==> config.mk <==
export PLATFORM = sky130hd
export DESIGN_NAME = gated_complementary_pose_filter
export DESIGN_NICKNAME = d
export VERILOG_FILES = /design/src/hw/rtl/gcpf_pkg.sv /design/src/hw/rtl/gated_complementary_pose_filter.sv
export SDC_FILE = /design/constraint.sdc
export NUM_CORES = 2
export LEC_CHECK = 0
export BUFFER_PORTS_ARGS = -buffer_cell sky130_fd_sc_hd__buf_2
export CORE_ASPECT_RATIO = 1.5
export CORE_MARGIN = 2
export CORE_UTILIZATION = 45
export DETAILED_ROUTE_END_ITERATION = 16
export PLACE_DENSITY = 0.59
export SETUP_SLACK_MARGIN = 0.02
export SYNTH_ARGS = -nofsm -noshare
export SYNTH_HDL_FRONTEND = slang
export SYNTH_SLANG_ARGS = --single-unit
==> constraint.sdc <==
create_clock -name clk -period 14.5 [get_ports clk]
set_clock_uncertainty 0.2 [all_clocks]
set_input_delay 0 -clock clk [delete_from_list [all_inputs] [get_ports clk]]
set_output_delay 0 -clock clk [all_outputs]
set_load 0.005 [all_outputs]
==> src/hw/rtl/gcpf_pkg.sv <==
package gcpf_pkg;

    // Data words are signed two's complement with FRAC_BITS fraction bits.
    localparam int WORD_W    = 32;
    localparam int FRAC_BITS = 16;

    // step_time is unsigned Q0.16 and blend_weight unsigned Q1.16, regardless of FRAC_BITS.
    localparam int Q_BITS   = 16;
    localparam int STEP_W   = 16;
    localparam int GATE_W   = 24;
    localparam int WEIGHT_W = 17;

    // Configuration port.
    localparam int CFG_INDEX_W = 2;
    localparam int CFG_DATA_W  = 24;

    localparam logic [CFG_INDEX_W-1:0] CFG_BYPASS       = 2'd0;
    localparam logic [CFG_INDEX_W-1:0] CFG_STEP_TIME    = 2'd1;
    localparam logic [CFG_INDEX_W-1:0] CFG_GATE_LIMIT   = 2'd2;
    localparam logic [CFG_INDEX_W-1:0] CFG_BLEND_WEIGHT = 2'd3;

    // Reset values of the configuration registers.
    localparam logic [STEP_W-1:0]   STEP_RESET   = 16'd1092;
    localparam logic [GATE_W-1:0]   GATE_RESET   = GATE_W'((64'd12 << FRAC_BITS) / 64'd10);
    localparam logic [WEIGHT_W-1:0] WEIGHT_RESET = 17'd42598;
    localparam logic [WEIGHT_W-1:0] WEIGHT_ONE   = 17'd65536;
    localparam logic [WEIGHT_W-1:0] WEIGHT_ZERO  = 17'd0;

    // Four filtered axes: x, y, z and yaw.
    localparam int LANES = 4;

    // Digit-serial multiplier geometry. The multiplier operand (step time or
    // weight) is consumed one digit per cycle, least significant first.
    localparam int DIGIT_W  = 4;
    localparam int DIGITS   = (WEIGHT_W + DIGIT_W - 1) / DIGIT_W;
    localparam int MPLIER_W = DIGITS * DIGIT_W;
    localparam int CNT_W    = $clog2(DIGITS);
    localparam int ACC_W    = WORD_W + 1 + WEIGHT_W;
    localparam int Q_HALF   = 1 << (Q_BITS - 1);

    typedef struct packed {
        logic signed [WORD_W-1:0] meas_x;
        logic signed [WORD_W-1:0] meas_y;
        logic signed [WORD_W-1:0] meas_z;
        logic signed [WORD_W-1:0] meas_yaw;
        logic signed [WORD_W-1:0] meas_roll;
        logic signed [WORD_W-1:0] meas_pitch;
        logic signed [WORD_W-1:0] vel_x;
        logic signed [WORD_W-1:0] vel_y;
        logic signed [WORD_W-1:0] vel_z;
        logic signed [WORD_W-1:0] yaw_rate;
        logic                     restart;
    } in_item_t;

    typedef struct packed {
        logic signed [WORD_W-1:0] est_x_out;
        logic signed [WORD_W-1:0] est_y_out;
        logic signed [WORD_W-1:0] est_z_out;
        logic signed [WORD_W-1:0] est_yaw_out;
        logic signed [WORD_W-1:0] roll_out;
        logic signed [WORD_W-1:0] pitch_out;
        logic                     rejected;
    } out_item_t;

endpackage

==> src/hw/rtl/gated_complementary_pose_filter.sv <==
// Gated complementary pose filter.
//
// The input channel (in_valid, in_stall, in_data) carries one beat per
// observer tick: the measured pose, the rates of x, y, z and yaw, and a
// restart request. The output channel (out_valid, out_stall, out_data)
// returns one beat per input beat with the new estimate, roll and pitch
// copied through, and a flag for a measurement the gate rejected.
// Configuration is written through cfg_we, cfg_index and cfg_data; the
// user must write it only while the block is idle, which the block itself does not enforce.
//
// The block takes no new input beat until the current one is committed
// and it is back in its idle state, where the next beat is taken. Each
// axis has one digit-serial multiplier, shared by both products of a tick
// (rate times step time, then difference times weight) at 4 bits of the
// multiplier operand per cycle. Between the two the prediction is added
// and saturated and the difference formed; after them the result is committed.
// The result sits in an output register, so a stalled receiver does not
// stop the next tick from being computed; only the final commit waits.
// Reset clears the estimate to zero, loads the default configuration and
// arms a restart, so the first tick seeds the estimate from its measurement.
module gated_complementary_pose_filter (
    input  logic                                 clk,
    input  logic                                 rst_n,
    input  logic                                 in_valid,
    output logic                                 in_stall,
    input  gcpf_pkg::in_item_t                   in_data,
    output logic                                 out_valid,
    input  logic                                 out_stall,
    output gcpf_pkg::out_item_t                  out_data,
    input  logic                                 cfg_we,
    input  logic [gcpf_pkg::CFG_INDEX_W-1:0]     cfg_index,
    input  logic [gcpf_pkg::CFG_DATA_W-1:0]      cfg_data
);

    localparam int W        = gcpf_pkg::WORD_W;
    localparam int LANES    = gcpf_pkg::LANES;
    localparam int ACC_W    = gcpf_pkg::ACC_W;
    localparam int DIGIT_W  = gcpf_pkg::DIGIT_W;
    localparam int MPLIER_W = gcpf_pkg::MPLIER_W;
    localparam int CNT_W    = gcpf_pkg::CNT_W;
    localparam int Q_BITS   = gcpf_pkg::Q_BITS;

    localparam logic [CNT_W-1:0] CNT_LAST = CNT_W'(gcpf_pkg::DIGITS - 1);

    // Sequencer states.
    localparam logic [2:0] S_IDLE = 3'd0;
    localparam logic [2:0] S_MUL1 = 3'd1;
    localparam logic [2:0] S_PRED = 3'd2;
    localparam logic [2:0] S_DIFF = 3'd3;
    localparam logic [2:0] S_MUL2 = 3'd4;
    localparam logic [2:0] S_FIN  = 3'd5;

    typedef logic signed [W-1:0]     word_t;
    typedef logic signed [W:0]       wide_t;
    typedef logic signed [ACC_W-1:0] acc_t;

    // Control and architectural state.
    logic [2:0]                         state_reg, state_next;
    logic [CNT_W-1:0]                   cnt_reg, cnt_next;
    logic                               pending_reg, pending_next;
    logic                               out_valid_reg, out_valid_next;
    logic                               bypass_reg, bypass_next;
    logic [gcpf_pkg::STEP_W-1:0]        step_reg, step_next;
    logic [gcpf_pkg::GATE_W-1:0]        gate_reg, gate_next;
    logic [gcpf_pkg::WEIGHT_W-1:0]      weight_reg, weight_next;
    word_t                              est_reg [LANES];
    word_t                              est_next [LANES];

    // Working registers of the current tick.
    word_t                              meas_reg [LANES];
    word_t                              meas_next [LANES];
    acc_t                               acc_reg [LANES];
    acc_t                               acc_next [LANES];
    acc_t                               mcand_reg [LANES];
    acc_t                               mcand_next [LANES];
    word_t                              pred_reg [LANES];
    word_t                              pred_next [LANES];
    logic [MPLIER_W-1:0]                mplier_reg, mplier_next;
    word_t                              roll_reg, roll_next;
    word_t                              pitch_reg, pitch_next;
    logic                               restart_reg, restart_next;
    logic                               rej_reg, rej_next;
    logic [gcpf_pkg::WEIGHT_W-1:0]      w_reg, w_next;
    gcpf_pkg::out_item_t                out_data_reg, out_data_next;

    // Per-lane datapath signals.
    word_t                              in_meas [LANES];
    word_t                              in_rate [LANES];
    logic [DIGIT_W-1:0]                 digit;
    acc_t                               partial [LANES];
    acc_t                               rounded [LANES];
    word_t                              scaled [LANES];
    wide_t                              pred_sum [LANES];
    word_t                              pred_sat [LANES];
    wide_t                              gate_diff [LANES];
    logic [W:0]                         gate_mag [LANES];
    logic [LANES-1:0]                   gate_over;
    wide_t                              blend_diff [LANES];
    word_t                              new_est [LANES];
    logic [gcpf_pkg::WEIGHT_W-1:0]      weight_clamped;

    assign in_stall  = (state_reg != S_IDLE);
    assign out_valid = out_valid_reg;
    assign out_data  = out_data_reg;

    assign digit = mplier_reg[DIGIT_W-1:0];
    assign weight_clamped = (weight_reg > gcpf_pkg::WEIGHT_ONE) ? gcpf_pkg::WEIGHT_ONE
                                                                 : weight_reg;

    always_comb
    begin
        in_meas[0] = in_data.meas_x;
        in_meas[1] = in_data.meas_y;
        in_meas[2] = in_data.meas_z;
        in_meas[3] = in_data.meas_yaw;
        in_rate[0] = in_data.vel_x;
        in_rate[1] = in_data.vel_y;
        in_rate[2] = in_data.vel_z;
        in_rate[3] = in_data.yaw_rate;
    end

    // Lane arithmetic. Each lane owns one digit-serial multiplier; the
    // multiplier operand is common to all lanes and shifts right one digit
    // per cycle while each multiplicand shifts left by the same amount.
    always_comb
    begin
        for (int i = 0; i < LANES; i++)
        begin
            partial[i]  = acc_t'(mcand_reg[i] * $signed({1'b0, digit}));
            // Round half up, then drop the Q0.16 fraction of the weight or step.
            rounded[i]  = acc_reg[i] + acc_t'(gcpf_pkg::Q_HALF);
            scaled[i]   = rounded[i][Q_BITS +: W];
            pred_sum[i] = {est_reg[i][W-1], est_reg[i]} + {scaled[i][W-1], scaled[i]};
            if (pred_sum[i][W] != pred_sum[i][W-1])
            begin
                pred_sat[i] = pred_sum[i][W] ? {1'b1, {(W-1){1'b0}}} : {1'b0, {(W-1){1'b1}}};
            end
            else
            begin
                pred_sat[i] = pred_sum[i][W-1:0];
            end
            gate_diff[i]  = {meas_reg[i][W-1], meas_reg[i]} - {est_reg[i][W-1], est_reg[i]};
            gate_mag[i]   = gate_diff[i][W] ? (W + 1)'(-gate_diff[i]) : gate_diff[i];
            gate_over[i]  = gate_mag[i] > (W + 1)'(gate_reg);
            blend_diff[i] = {pred_reg[i][W-1], pred_reg[i]} - {meas_reg[i][W-1], meas_reg[i]};
            // The blend always lies between measurement and prediction, so
            // the low word of the sum is exact.
            new_est[i]    = meas_reg[i] + scaled[i];
        end
    end

    always_comb
    begin
        state_next     = state_reg;
        cnt_next       = cnt_reg;
        pending_next   = pending_reg;
        out_valid_next = out_valid_reg;
        bypass_next    = bypass_reg;
        step_next      = step_reg;
        gate_next      = gate_reg;
        weight_next    = weight_reg;
        mplier_next    = mplier_reg;
        roll_next      = roll_reg;
        pitch_next     = pitch_reg;
        restart_next   = restart_reg;
        rej_next       = rej_reg;
        w_next         = w_reg;
        out_data_next  = out_data_reg;
        for (int i = 0; i < LANES; i++)
        begin
            est_next[i]   = est_reg[i];
            meas_next[i]  = meas_reg[i];
            acc_next[i]   = acc_reg[i];
            mcand_next[i] = mcand_reg[i];
            pred_next[i]  = pred_reg[i];
        end

        if (out_valid_reg && !out_stall)
        begin
            out_valid_next = 1'b0;
        end

        if (cfg_we)
        begin
            unique case (cfg_index)
                gcpf_pkg::CFG_BYPASS:       bypass_next = cfg_data[0];
                gcpf_pkg::CFG_STEP_TIME:    step_next   = cfg_data[gcpf_pkg::STEP_W-1:0];
                gcpf_pkg::CFG_GATE_LIMIT:   gate_next   = cfg_data[gcpf_pkg::GATE_W-1:0];
                gcpf_pkg::CFG_BLEND_WEIGHT: weight_next = cfg_data[gcpf_pkg::WEIGHT_W-1:0];
            endcase
        end

        unique case (state_reg)
            S_IDLE:
            begin
                if (in_valid)
                begin
                    // A restart request or the armed restart after reset
                    // seeds the estimate from this measurement.
                    restart_next = in_data.restart | pending_reg;
                    pending_next = 1'b0;
                    roll_next    = in_data.meas_roll;
                    pitch_next   = in_data.meas_pitch;
                    mplier_next  = MPLIER_W'(step_reg);
                    cnt_next     = '0;
                    for (int i = 0; i < LANES; i++)
                    begin
                        meas_next[i]  = in_meas[i];
                        mcand_next[i] = acc_t'(in_rate[i]);
                        acc_next[i]   = '0;
                    end
                    state_next = S_MUL1;
                end
            end
            S_MUL1, S_MUL2:
            begin
                for (int i = 0; i < LANES; i++)
                begin
                    acc_next[i]   = acc_reg[i] + partial[i];
                    mcand_next[i] = mcand_reg[i] <<< DIGIT_W;
                end
                mplier_next = mplier_reg >> DIGIT_W;
                // The gate compares against the previous estimate, which
                // stays untouched until the commit.
                if (state_reg == S_MUL1 && cnt_reg == '0)
                begin
                    if (restart_reg)
                    begin
                        rej_next = 1'b0;
                        w_next   = gcpf_pkg::WEIGHT_ZERO;
                    end
                    else if (|gate_over)
                    begin
                        rej_next = 1'b1;
                        w_next   = gcpf_pkg::WEIGHT_ONE;
                    end
                    else
                    begin
                        rej_next = 1'b0;
                        w_next   = weight_clamped;
                    end
                end
                if (cnt_reg == CNT_LAST)
                begin
                    state_next = (state_reg == S_MUL1) ? S_PRED : S_FIN;
                end
                else
                begin
                    cnt_next = cnt_reg + 1'b1;
                end
            end
            S_PRED:
            begin
                for (int i = 0; i < LANES; i++)
                begin
                    pred_next[i] = pred_sat[i];
                end
                state_next = S_DIFF;
            end
            S_DIFF:
            begin
                for (int i = 0; i < LANES; i++)
                begin
                    mcand_next[i] = acc_t'(blend_diff[i]);
                    acc_next[i]   = '0;
                end
                mplier_next = MPLIER_W'(w_reg);
                cnt_next    = '0;
                state_next  = S_MUL2;
            end
            S_FIN:
            begin
                if (!out_valid_reg || !out_stall)
                begin
                    for (int i = 0; i < LANES; i++)
                    begin
                        est_next[i] = bypass_reg ? meas_reg[i] : new_est[i];
                    end
                    out_data_next.est_x_out   = bypass_reg ? meas_reg[0] : new_est[0];
                    out_data_next.est_y_out   = bypass_reg ? meas_reg[1] : new_est[1];
                    out_data_next.est_z_out   = bypass_reg ? meas_reg[2] : new_est[2];
                    out_data_next.est_yaw_out = bypass_reg ? meas_reg[3] : new_est[3];
                    out_data_next.roll_out    = roll_reg;
                    out_data_next.pitch_out   = pitch_reg;
                    out_data_next.rejected    = rej_reg & ~bypass_reg;
                    out_valid_next = 1'b1;
                    state_next     = S_IDLE;
                end
            end
            default:
            begin
                state_next = S_IDLE;
            end
        endcase
    end

    always_ff @(posedge clk or negedge rst_n)
    begin
        if (!rst_n)
        begin
            state_reg     <= S_IDLE;
            cnt_reg       <= '0;
            pending_reg   <= 1'b1;
            out_valid_reg <= 1'b0;
            bypass_reg    <= 1'b0;
            step_reg      <= gcpf_pkg::STEP_RESET;
            gate_reg      <= gcpf_pkg::GATE_RESET;
            weight_reg    <= gcpf_pkg::WEIGHT_RESET;
            for (int i = 0; i < LANES; i++)
            begin
                est_reg[i] <= '0;
            end
        end
        else
        begin
            state_reg     <= state_next;
            cnt_reg       <= cnt_next;
            pending_reg   <= pending_next;
            out_valid_reg <= out_valid_next;
            bypass_reg    <= bypass_next;
            step_reg      <= step_next;
            gate_reg      <= gate_next;
            weight_reg    <= weight_next;
            for (int i = 0; i < LANES; i++)
            begin
                est_reg[i] <= est_next[i];
            end
        end
    end

    always_ff @(posedge clk)
    begin
        mplier_reg   <= mplier_next;
        roll_reg     <= roll_next;
        pitch_reg    <= pitch_next;
        restart_reg  <= restart_next;
        rej_reg      <= rej_next;
        w_reg        <= w_next;
        out_data_reg <= out_data_next;
        for (int i = 0; i < LANES; i++)
        begin
            meas_reg[i]  <= meas_next[i];
            acc_reg[i]   <= acc_next[i];
            mcand_reg[i] <= mcand_next[i];
            pred_reg[i]  <= pred_next[i];
        end
    end

endmodule

# Word-level counts from Yosys, hierarchy flattened
# Memory sizes are Yosys's and may differ from the RTL's.
# Index checks and enable logic that the tools add are counted.
[op_classes] n_addsub=29 multipliers=4 magnitude_cmp=5 n_eq_ne=17 mux=39 bitwise_logic=3 reduce_logical=23
[op_table] operator="case mux 200 bit (3 select lines)" count=2
[op_table] operator="2-to-1 mux 200 bit" count=2
[op_table] operator="2-to-1 mux 128 bit" count=3
[op_table] operator="2-to-1 mux 32 bit" count=12
[op_table] operator="subtractor 32 x 32 -> 33 bit" count=8
[op_table] operator="adder 50 bit" count=4
[op_table] operator="multiplier 50 x 5 -> 50 bit" count=4
[op_table] operator="adder 48 x 17 -> 48 bit, second input constant" count=4
[op_table] operator="adder 32 x 32 -> 33 bit" count=4
[op_table] operator="> comparator 33 x 24 -> 1 bit" count=4
[op_table] operator="2-to-1 mux 33 bit" count=4
[op_table] operator="negator 33 bit" count=4
[op_table] operator="adder 32 bit" count=4
[op_table] operator="case mux 20 bit (3 select lines)" count=1
[op_table] operator="2-to-1 mux 17 bit" count=2
[op_table] operator="2-to-1 mux 20 bit" count=1
[op_table] operator="2-to-1 mux 3 bit" count=6
[op_table] operator="> comparator 17 bit, second input constant" count=1
[op_table] operator="AND reduction 2 bit" count=8
[op_table] operator="case mux 3 bit (5 select lines)" count=1
[op_table] operator="equality test 3 bit, second input constant" count=3
[op_table] operator="case mux 3 bit (3 select lines)" count=1
[op_table] operator="inequality test 2 bit, second input constant" count=4
[op_table] operator="equality test 3 x 2 -> 1 bit, second input constant" count=2
[op_table] operator="other kinds (19)" count=31
[word_totals] ff_bits=490 ram_bits=656 in_bits=352 output_inout_bits=195 word_cells=150 mem_count=4
[mem_list] memory="acc_reg" depth=4 width=50 rd=4 rd_ports_with_merged_regs=0 wr=4 line="gated_complementary_pose_filter.sv:72" rtl="acc_t acc_reg [LANES];"
[mem_list] memory="mcand_reg" depth=4 width=50 rd=4 rd_ports_with_merged_regs=0 wr=4 line="gated_complementary_pose_filter.sv:74" rtl="acc_t mcand_reg [LANES];"
[mem_list] memory="meas_reg" depth=4 width=32 rd=4 rd_ports_with_merged_regs=0 wr=4 line="gated_complementary_pose_filter.sv:70" rtl="word_t meas_reg [LANES];"
[mem_list] memory="pred_reg" depth=4 width=32 rd=4 rd_ports_with_merged_regs=0 wr=4 line="gated_complementary_pose_filter.sv:76" rtl="word_t pred_reg [LANES];"

# Logic depth before layout (Yosys ltp)
[logic_depth] ltp_word=6 mapped_depth=29 mapped_depth_nobuf=26

# Worst setup path after synthesis
# OpenSTA, ideal clock, no wires.
[synth_path] kind="flip-flop to flip-flop" startpoint="register, netlist name state_reg[0]" endpoint="memory pred_reg[0][0] (netlist bit) (enable)" setup_time_ps=798 arrival_time_ps=10525 required_time_ps=13502 path_slack_ps=2976 stages_incl_launch_ff=6 path_buffers=4 synth_period_minus_slack_ps=11524 cell_sequence="dfrtp_1 > clkbuf_1 > clkbuf_1 > clkbuf_1 > buf_1 > nor3b_1"
[synth_lines] element="end, declared" line="gated_complementary_pose_filter.sv:76"

==> impl_results.rst <==
.. list-table::
   :header-rows: 1

   * - Metric
     - Value
   * - Flip-flop count of the largest register, all copies and words added
     - 193
   * - Final nets
     - 14224
   * - Data arrival at the endpoint of the critical path
     - 8740 ps
   * - Final min period
     - 8340 ps
   * - Number of cells on the worst reg-to-reg path
     - 22
   * - Mean instance size in the synthesized netlist
     - 9.35 um^2
   * - Capture instance of the worst register-to-register path
     - w_reg[2]$_SDFFCE_PP0P_
   * - Share of final-layout standard cells stronger than drive strength 1
     - 8.72%
   * - Via count of the first global-routing pass
     - 91467
   * - Maximum number of buffers from clock root to sink
     - 4
   * - Die boundary height
     - 595 um
   * - Capturing element type of the critical path
     - flop
   * - Top Ports
     - 547
   * - Via-per-instance ratio
     - 5.77
   * - Proportion of synthesized chip area in sequential cells
     - 31.4%
   * - Clock tree from TritonCTS
     - done
   * - Max Transition Viols Final
     - 0
   * - Total of buffers placed on input and output ports
     - 546
   * - Count of unique library cells instantiated by Yosys
     - 98
   * - Clock edge transition at the registers on the reported setup and hold paths
     - 70 ps
   * - Area Overhead vs Synth
     - 16.5%
   * - Hold wc startpoint
     - in_data[77]
   * - Count of placed standard cells in the final layout, fillers left out
     - 15519
   * - Routed length per instance
     - 23.5 um
   * - Required @ worst endpoint
     - 14900 ps
   * - Number of clock sinks
     - 1127
   * - Count of TritonRoute iterations in the first routing pass
     - 7
   * - Finish-stage setup viols
     - 0
   * - Final ANT Viol Nets
     - 0
   * - Global Route met1 Usage
     - 36.2%
   * - Global-route usage over all layers
     - 30.3%
   * - Number of instances in the synthesized netlist
     - 11217
   * - Detailed Route Iter0 Violations
     - 6767
   * - Dominant synthesized flop cell
     - edfxtp_1
   * - RD Place Congestion
     - 0.964
   * - Total nets after synthesis
     - 13111
   * - Cell area after placement
     - 111000 um^2
   * - Highest-utilization routing layer at the global route stage
     - met2
   * - Via Count
     - 89565
   * - Global routing usage on met3
     - 3.51%
   * - Transition time at the pin with the least slew margin
     - 1240 ps
   * - CTS-repair resized insts
     - 0
   * - Number of cell rows
     - 217
   * - Hold path depth
     - 4
   * - Biggest fanout along the worst timing path
     - 16
   * - Fraction of synthesis flops using an asynchronous set or reset pin
     - 17.2%
   * - Chip width
     - 398 um
   * - Initial antenna violation count
     - 44
   * - Wirelength, routed
     - 365000 um
   * - Pin count of the biggest net entering global routing
     - 132
   * - Crit start category
     - flop
   * - Ratio of final minimum period to clock period
     - 57.5%
   * - Worst reg2reg startpoint
     - meas_reg[1][8]$_DFFE_PP_
   * - RSZ-0062 raised after global routing
     - false
   * - Destination of the worst hold path
     - mcand_reg[1][12]$_DFFE_PP_
   * - Later-pin clock latency in the skew report
     - 840 ps
   * - Run status
     - finished, final reports clean
   * - Root Buffer Master
     - clkbuf_16
   * - EDFF count, synth
     - 933
   * - Final Hold Violating Endpoints
     - 0
   * - Count of state elements after synthesis
     - 1127
   * - Global routing usage on met2
     - 53.5%
   * - # placed instances
     - 14561
   * - Number of max-capacitance violations reported
     - 0
   * - Post-Synthesis Cell Area
     - 105000 um^2
   * - Maximum clock rate
     - 0.120 GHz
   * - Post-route standard cell area excluding fillers
     - 122000 um^2
   * - Number of warnings issued by yosys
     - 0
   * - Die Outline Area
     - 237000 um^2
   * - H-tree depth
     - 4
   * - Relative slew slack
     - 16.0%
   * - Sum Neg Setup Slack
     - 0 ps
   * - Worst setup slack for register-to-register paths
     - 6160 ps
   * - Wire length of the first global-routing pass
     - 548000 um
   * - TritonCTS Buffers
     - 141
   * - Effective utilization at floorplan
     - 45.1%
   * - Grt total ovfl
     - 0
   * - Critical path type
     - reg -> reg
   * - Residual DRC
     - 0
   * - Worst hold margin
     - 29.9 ps
   * - Top library cells by usage in the layout, fill and taps aside
     - inv_1, ha_1, edfxtp_1
   * - HP Class
     - in -> reg
   * - Commonest non-fill, non-tap cell in the layout
     - inv_1
   * - Core box area
     - 232000 um^2
   * - Half-perimeter wire length of the detailed placement result
     - 284000 um
-- critical path, stage by stage (launching register included) --
cell and delay, ps:
edfxtp_1 450, ha_1 410, a21oi_1 150, o21ai_0 210
a221oi_1 580, a21boi_0 590, xnor2_1 290, nor4_1 980
a21oi_1 190, xnor2_1 170, ha_1 310, nand4_1 110
or2_2 320, or3_1 390, nor4_1 290, nor3_1 140
a211oi_1 280, o211ai_1 130, a2111oi_0 420, o2111ai_1 200
nor4_2 370, nand3_2 480, nor4_1 420
-- per-stage QoR --
stage	setup slack, ps	utilization (%)
after floorplan	2980	-
after global placement	6520	47.7
after detailed placement	6200	47.7
after CTS	6080	52.6
after global routing	5350	52.6
final	6160	52.6
-- cell families after synthesis --
| group | after synthesis | share of synthesized area [%] |
|---|---|---|
| AOI/OAI and AO/OA | 2660 | 16.2 |
| xor gates and xnor gates | 766 | 6.40 |
| adders and majority gates | 1567 | 22.6 |
| buffers and inverters | 1682 | 6.04 |
| DFF | 1127 | 31.4 |
| muxes | 126 | 1.33 |
| and+or+nand+nor | 3289 | 16.1 |
-- worst max path at each step --
| stage | slack (ps) | start | end |
|---|---|---|---|
| finish | 6160 | meas_reg[1][8]$_DFFE_PP_ | w_reg[2]$_SDFFCE_PP0P_ |
| CTS | 6080 | meas_reg[1][8]$_DFFE_PP_ | w_reg[2]$_SDFFCE_PP0P_ |
| global placement | 6520 | meas_reg[1][10]$_DFFE_PP_ | w_reg[1]$_SDFFCE_PP0P_ |
| floorplan | 2980 | state_reg[0]$_DFFE_PN0P_ | pred_reg[0][0]$_DFFE_PP_ |
| global route | 5350 | meas_reg[1][8]$_DFFE_PP_ | w_reg[3]$_SDFFCE_PP0P_ |
| detailed placement | 6200 | meas_reg[1][10]$_DFFE_PP_ | w_reg[15]$_SDFFCE_PP0P_ |
-- layout make-up --
class / instances / area, um^2
antenna: 23 / 57.6
clock buffer: 166 / 3670
clock inverter: 77 / 639
fill: 21240 / 110000
inverter: 1338 / 5030
multi-input combinational: 8408 / 65800
sequential: 1127 / 32900
tap: 3066 / 3840
timing repair buffer: 1314 / 10300
-- Yosys cell counts, types with 22 or more instances --
cell | instances | area (um^2)
xnor2_1 | 475 | 4160
a21o_1 | 312 | 2340
o21bai_1 | 82 | 616
a211oi_1 | 85 | 638
nor4_1 | 57 | 357
fa_1 | 552 | 11100
o31ai_1 | 67 | 503
and3_1 | 108 | 676
a22oi_1 | 60 | 450
a2111oi_0 | 27 | 236
maj3_1 | 25 | 250
buf_1 | 23 | 86.3
o21ai_0 | 706 | 3530
a31o_2 | 29 | 254
or3_1 | 67 | 419
xor2_1 | 291 | 2550
nand2_1 | 806 | 3030
inv_1 | 1336 | 5010
clkbuf_1 | 312 | 1170
nor3b_1 | 27 | 203
nor2b_1 | 90 | 563
o21a_1 | 127 | 953
o2111ai_1 | 22 | 193
o22ai_1 | 70 | 438
nand4_1 | 93 | 582
or2_2 | 42 | 263
ha_1 | 990 | 12400
nor2_1 | 613 | 2300
mux2i_1 | 23 | 230
a21oi_1 | 649 | 3250
nand2b_1 | 99 | 619
a211o_1 | 32 | 280
a31oi_1 | 72 | 450
edfxtp_1 | 933 | 28000
o211ai_1 | 74 | 556
mux2_2 | 103 | 1160
nor3_1 | 189 | 946
nand3_1 | 218 | 1090
dfrtp_1 | 173 | 4330
and2_1 | 763 | 4770
-- routing by layer --
metal  vias to the layer above  share of wire (%)
li1                      41511                  -
met1                     44127                 39
met2                      3108                 50
met3                       799                5.7
met4                        20                5.6
met5                         -              0.037
-- timing repair --
| item | 4_1_cts | 5_1_grt |
|---|---|---|
| buffers inserted | 0 | 0 |
| endpoints found under the hold margin | 703 | 0 |
| hold buffers | 692 | 0 |
Power is left out: the tool's default activity adds up to more than one toggle a clock period on the data nets, which glitch-free logic cannot reach.
